<file path="src/rtl/byte_ring_deque_macros.svh">
// Assertion helpers shared by the RTL files of the byte ring deque.
// Every assertion is clocked on clk and is off while rst_n is low.
`ifndef BYTE_RING_DEQUE_MACROS_SVH
`define BYTE_RING_DEQUE_MACROS_SVH

// Checks that a property holds at every rising edge of clk.
`define BRD_ASSERT(lbl, prop, msg) \
  lbl: assert property (@(posedge clk) disable iff (!rst_n) prop) \
    else $error(msg);

// Checks that a condition never holds.
`define BRD_NEVER(lbl, cond, msg) \
  `BRD_ASSERT(lbl, !(cond), msg)

`endif

</file>
<file path="src/rtl/brd_pkg.sv">
// ----------------------------------------------------------------------------
// brd_pkg
// Types and fixed widths for the byte ring deque: the word formats of the
// input and result channels, operation codes, and the command and status
// groups between the controller and the datapath.
// ----------------------------------------------------------------------------
package brd_pkg;

  localparam int unsigned CNT_W = 7;
  localparam int unsigned OCC_W = 13;

  typedef enum logic [1:0] {
    OP_PUSH_BACK  = 2'd0,
    OP_PUSH_FRONT = 2'd1,
    OP_POP        = 2'd2,
    OP_PEEK       = 2'd3
  } op_t;

  typedef struct packed {
    op_t              opcode;
    logic [7:0]       data_in;
    logic [CNT_W-1:0] count;
  } in_word_t;

  typedef struct packed {
    logic [7:0]       data_out;
    logic             byte_valid;
    logic             accepted;
    logic             last;
    logic [OCC_W-1:0] occupancy;
  } out_word_t;

  // Controller to datapath.
  typedef struct packed {
    logic push_back;   // store at tail
    logic push_front;  // store just before head
    logic push_res;    // emit the result of a push, stored or refused
    logic empty_res;   // emit the result of a read that returns nothing
    logic burst_start; // load the read pointer from head
    logic rd_issue;    // read one byte and emit it
    logic rd_pop;      // the byte read is removed
    logic rd_last;     // the byte read is the final one of its word
  } cmd_t;

  // Datapath to controller.
  typedef struct packed {
    logic             full;
    logic             slot_free; // the result pipeline takes a word this cycle
    logic [CNT_W-1:0] avail;     // bytes held, capped at the burst limit
  } sts_t;

endpackage

</file>
<file path="src/rtl/brd_ctrl.sv">
// ----------------------------------------------------------------------------
// brd_ctrl
// Controller of the byte ring deque. Decodes each input word, sizes a read
// burst and steps through it one byte per free result slot.
// ----------------------------------------------------------------------------
`include "byte_ring_deque_macros.svh"

module brd_ctrl #(
  parameter int unsigned MAX_BURST = 64
) (
  input  logic              clk,
  input  logic              rst_n,
  input  logic              in_valid,
  output logic              in_ready,
  input  brd_pkg::in_word_t in_data,
  input  brd_pkg::sts_t     sts,
  output brd_pkg::cmd_t     cmd
);

  typedef enum logic {
    ST_IDLE,
    ST_BURST
  } state_t;

  localparam logic [brd_pkg::CNT_W-1:0] BURST_MAX = brd_pkg::CNT_W'(MAX_BURST);

  state_t                    state_r, state_nxt;
  logic [brd_pkg::CNT_W-1:0] rem_r, rem_nxt;
  logic                      pop_r, pop_nxt;

  logic                      accept;
  logic                      is_push;
  logic [brd_pkg::CNT_W-1:0] want;
  logic [brd_pkg::CNT_W-1:0] nbytes;

  always_comb begin
    in_ready = (state_r == ST_IDLE) && sts.slot_free;
    accept   = in_valid && in_ready;
    is_push  = (in_data.opcode == brd_pkg::OP_PUSH_BACK) ||
               (in_data.opcode == brd_pkg::OP_PUSH_FRONT);

    if (in_data.count > BURST_MAX) begin
      want = BURST_MAX;
    end else begin
      want = in_data.count;
    end
    nbytes = (want < sts.avail) ? want : sts.avail;

    cmd.push_back   = accept && (in_data.opcode == brd_pkg::OP_PUSH_BACK) && !sts.full;
    cmd.push_front  = accept && (in_data.opcode == brd_pkg::OP_PUSH_FRONT) && !sts.full;
    cmd.push_res    = accept && is_push;
    cmd.empty_res   = accept && !is_push && (nbytes == '0);
    cmd.burst_start = accept && !is_push && (nbytes != '0);
    cmd.rd_issue    = (state_r == ST_BURST) && sts.slot_free;
    cmd.rd_pop      = pop_r;
    cmd.rd_last     = (rem_r == brd_pkg::CNT_W'(1));
  end

  always_comb begin
    state_nxt = state_r;
    rem_nxt   = rem_r;
    pop_nxt   = pop_r;
    case (state_r)
      ST_IDLE: begin
        if (cmd.burst_start) begin
          state_nxt = ST_BURST;
          rem_nxt   = nbytes;
          pop_nxt   = (in_data.opcode == brd_pkg::OP_POP);
        end
      end
      ST_BURST: begin
        if (cmd.rd_issue) begin
          rem_nxt = rem_r - 1'b1;
          if (cmd.rd_last) begin
            state_nxt = ST_IDLE;
          end
        end
      end
      default: begin
        state_nxt = ST_IDLE;
      end
    endcase
  end

  always_ff @(posedge clk) begin
    if (!rst_n) begin
      state_r <= ST_IDLE;
      rem_r   <= '0;
      pop_r   <= 1'b0;
    end else begin
      state_r <= state_nxt;
      rem_r   <= rem_nxt;
      pop_r   <= pop_nxt;
    end
  end

  `BRD_ASSERT(a_burst_blocks_input, (state_r == ST_BURST) |-> !in_ready, "input taken during a burst")
  `BRD_NEVER(a_burst_has_bytes, (state_r == ST_BURST) && (rem_r == '0), "burst with no bytes left")

endmodule

</file>
<file path="config.mk">
export PLATFORM = sky130hd
export DESIGN_NAME = brd_ctrl
export DESIGN_NICKNAME = d
export VERILOG_FILES = /design/src/rtl/brd_pkg.sv /design/src/rtl/brd_ctrl.sv
export VERILOG_INCLUDE_DIRS = /design/src /design/src/rtl
export SDC_FILE = /design/constraint.sdc
export NUM_CORES = 1
export LEC_CHECK = 0
export CAP_MARGIN = 40
export CORE_MARGIN = 5
export CORE_UTILIZATION = 40
export DETAILED_ROUTE_END_ITERATION = 7
export DONT_BUFFER_PORTS = 1
export HOLD_SLACK_MARGIN = 0.06
export MAX_ROUTING_LAYER = met4
export PLACE_DENSITY_LB_ADDON = 0.15
export SYNTH_ARGS = -nofsm -noshare
export SYNTH_HDL_FRONTEND = slang
export SYNTH_SLANG_ARGS = --single-unit
export TNS_END_PERCENT = 1
</file>
<file path="constraint.sdc">
create_clock -name clk -period 1.7 [get_ports clk]
set_input_delay 0 -clock clk [delete_from_list [all_inputs] [get_ports clk]]
set_output_delay 0 -clock clk [all_outputs]
set_load 0.05 [all_outputs]
</file>
==> impl_results.md <==
- Synth async-reset ratio: 0
- Syn_nets: 159
- Hold depth: 3
- Max clock buf depth: 2
- Worst R2R Path Depth: 6
- Layout area overhead: 31.5%
- GRT Overall Usage: 0.152
- Vias in the first global route: 960
- Average cell area after synthesis: just under 8 um^2
- Final setup fails: 0
- # DRC: 0
- Drt first pass iters: 4
- Per-cell routed wire length: 14.4 um
- Placed Instance Area: 1140 um^2
- Worst hold endpoint: pop_r
- Die area: 3420 um^2
- Critical path capture point type: output pin
- Total grt overflow: 0
- Clk_lat worst skew: 0.27 ns
- Crit path kind: flop to output pin
- Power Density: 543 nW/um^2
- Pin count of the biggest net entering global routing: 22
- Synthesized netlist cell count: 122
- Total negative slack: 0 ns
- Number of DRC markers in iteration 0: 26
- Routed Antenna Nets: 0
- Synth top area cells: dfxtp_1 (19%), ha_1 (11%), nand2_1 (5.2%)
- Layout Skew: 0.00245 ns
- FF-to-FF Start: rem_r[0]
- Comb power frac: 0.402
- Slew margin rel.: 0.790
- EDFF count, synth: 0
- Slew at the pin closest to its max-slew limit: ~0.31 ns
- Fraction of layout instances using a drive strength above 1: 0.329
- Die width: 58.5 um
- Fin crit share: 0.960
- Fin crit period: between 1.5 and 2 ns
- Reg2reg setup slack: 0.16 ns
- Routed wire length: 2500 um
- Worst EP arrival: 1.63 ns
- Power, Total: around 0.67 mW
- Worst vdd ir: between 0.0005 and 0.0006 V
- Required time of the critical path: 1.70 ns
- Num rows: 17
- Switching Power: 0.237 mW
- Worst Hold Class: input port to flop
- Synth area leader: dfxtp_1
- Detailed Place HPWL: 2010 um
- Initial antenna violation count: 0
- CTS tree: yes
- Die Y: 58.5 um
- Ys flop type: dfxtp_1
- Share of the synthesized area in the top cell type: 0.191
- Sw Ratio: 0.352
- CTS H-Tree Depth: 1
- Hold path startpoint: in_data[16]
- Outcome: finished, final reports clean
- Post-route cell area: ~1200 um^2
- Setup crit start: state_r
- Register share of total power: 0.344
- F_max: 0.613 GHz
- Pleak: approximately 0.54 nW
- Inserted Clock Buffers: 3
- Nets: 184
- Clk root buf: clkbuf_4
- Initial Utilization: 0.421
- Mapped Area: 941 um^2
- Yosys warns: 0
- Clock sinks: 9
- Hold WS: 0.0713 ns
- First-pass GRT wire length: 4000 um
- Yosys reg bits: 9
- Core Area: 2230 um^2
- Clock Pin Slew Worst Setup and Hold Paths: 0.06 ns
- Internal Power: 0.436 mW
- N_diodes: 0
- I/O pin cnt: 38
- Slew Limit Fails: 0
- Vias per std cell: 5.55
- Vias: between 900 and 1000
- Clk pwr share: 0.255
- Setup crit start kind: flop
- IO buf count: 0
- Final Wtd Congestion: 0.841
- Critical path peak fanout: 5
- Seq/Total Area, Yosys: 0.191
- Final hold vios: 0
- Synth unique cells: 43
- Max Cap Viol: 0
- R2r endpoint: rem_r[6]
layout by cell type, fill, tap and decap left out, drive strengths merged, types with 2 or more instances in the layout:
master,synthesis,layout
mux2,3,3
o31a,2,2
nor3,3,3
nor4,2,2
nor2b,2,2
inv,12,12
and2,2,2
o211ai,4,4
dlygate4sd3,0,4
o22ai,2,2
a21oi,10,10
nand3,3,3
clkbuf,3,4
o32ai,2,2
mux2i,4,4
dfxtp,9,9
and2b,6,6
ha,8,8
nor2,9,9
nand2,13,13
o21ai,10,10
buf,2,21
stage by stage:
step / std cells / util / setup slack, ns
after CTS: 174 / 0.545 / 0.0280
final: 174 / 0.554 / 0.0688
after detailed placement: 166 / 0.510 / -0.200
after floorplan: 122 / - / -0.245
after global routing: 174 / 0.554 / -0.00952
after global placement: 166 / 0.510 / -0.126
cell usage after synthesis (2+ instances only):
cell type,count
mux2i_1,4
o211ai_2,2
o31a_1,2
nand2_1,13
inv_1,12
nor2_1,8
and2_1,2
o32ai_1,2
nor3_1,3
o211ai_1,2
nand3_1,3
and2b_4,4
nor4_1,2
dfxtp_1,9
a21oi_1,8
o21ai_0,5
mux2_2,2
ha_1,8
o22ai_1,2
o21ai_1,4
clkbuf_1,3
state kept, by name (all words and copies together) (netlist names):
signal	cells
rem_r	7
pop_r	1
state_r	1
kinds of logic after synthesis:
kind of cell               Yosys count  synth area share
buffers and inverters               17            0.0731
DFF                                  9             0.191
and+or+nand+nor                     47             0.287
adders and majority gates            8             0.106
muxes                                7            0.0785
AOI/OAI and AO/OA                   34             0.263
worst max-delay path by stage:
stage                     cells after the start  slack [ns]       end
after floorplan                               8       -0.25  rem_r[5]
after global placement                        8       -0.13  rem_r[2]
after detailed placement                      8       -0.20  rem_r[0]
after CTS                                     7        0.03  rem_r[0]
after global routing                          7       -0.01    cmd[3]
final                                         7        0.07    cmd[3]
critical path: stages (launching register included):
cell     delay [ns]
dfxtp_1        0.31
and2b_2        0.24
nand3_2        0.09
inv_1          0.06
o31a_1         0.17
and2_4         0.18
buf_4          0.13
buf_4          0.19
metal layers:
layer	global-route usage	vias up	part of all wire	wire [um]
met4	0.0199	0	0.0048	12
met5	-	-	0	0
li1	-	488	-	-
met3	0.0482	5	0.074	184
met2	0.258	26	0.47	1170
met1	0.180	447	0.45	1130
power groups by stage:
stage,Combinational [mW],Sequential [mW],Clock (mW)
after floorplan,0.185,0.233,0
after global placement,0.245,0.235,0
after detailed placement,0.250,0.235,0
after CTS,0.266,0.230,0.173
after global routing,0.294,0.232,0.183
final,0.270,0.231,0.171
area by class of cell:
cell class / instances / area [um^2]
Inverter: 12 / 45.0
Clock buffer: 4 / 26.3
Multi-Input combinational cell: 96 / 737
Sequential cell: 9 / 180
Fill cell: 225 / 996
Timing Repair Buffer: 25 / 214
Tap cell: 28 / 35.0
what timing repair did:
action / CTS / global route
pin swaps: 0 / 5
hold buffers: 4 / 0
resized for setup: 3 / 3
setup endpoints to repair: 2 / 3
buffers inserted: 0 / 0
hold endpoints to repair: 9 / 0
Power figures use the tool's default switching activity.
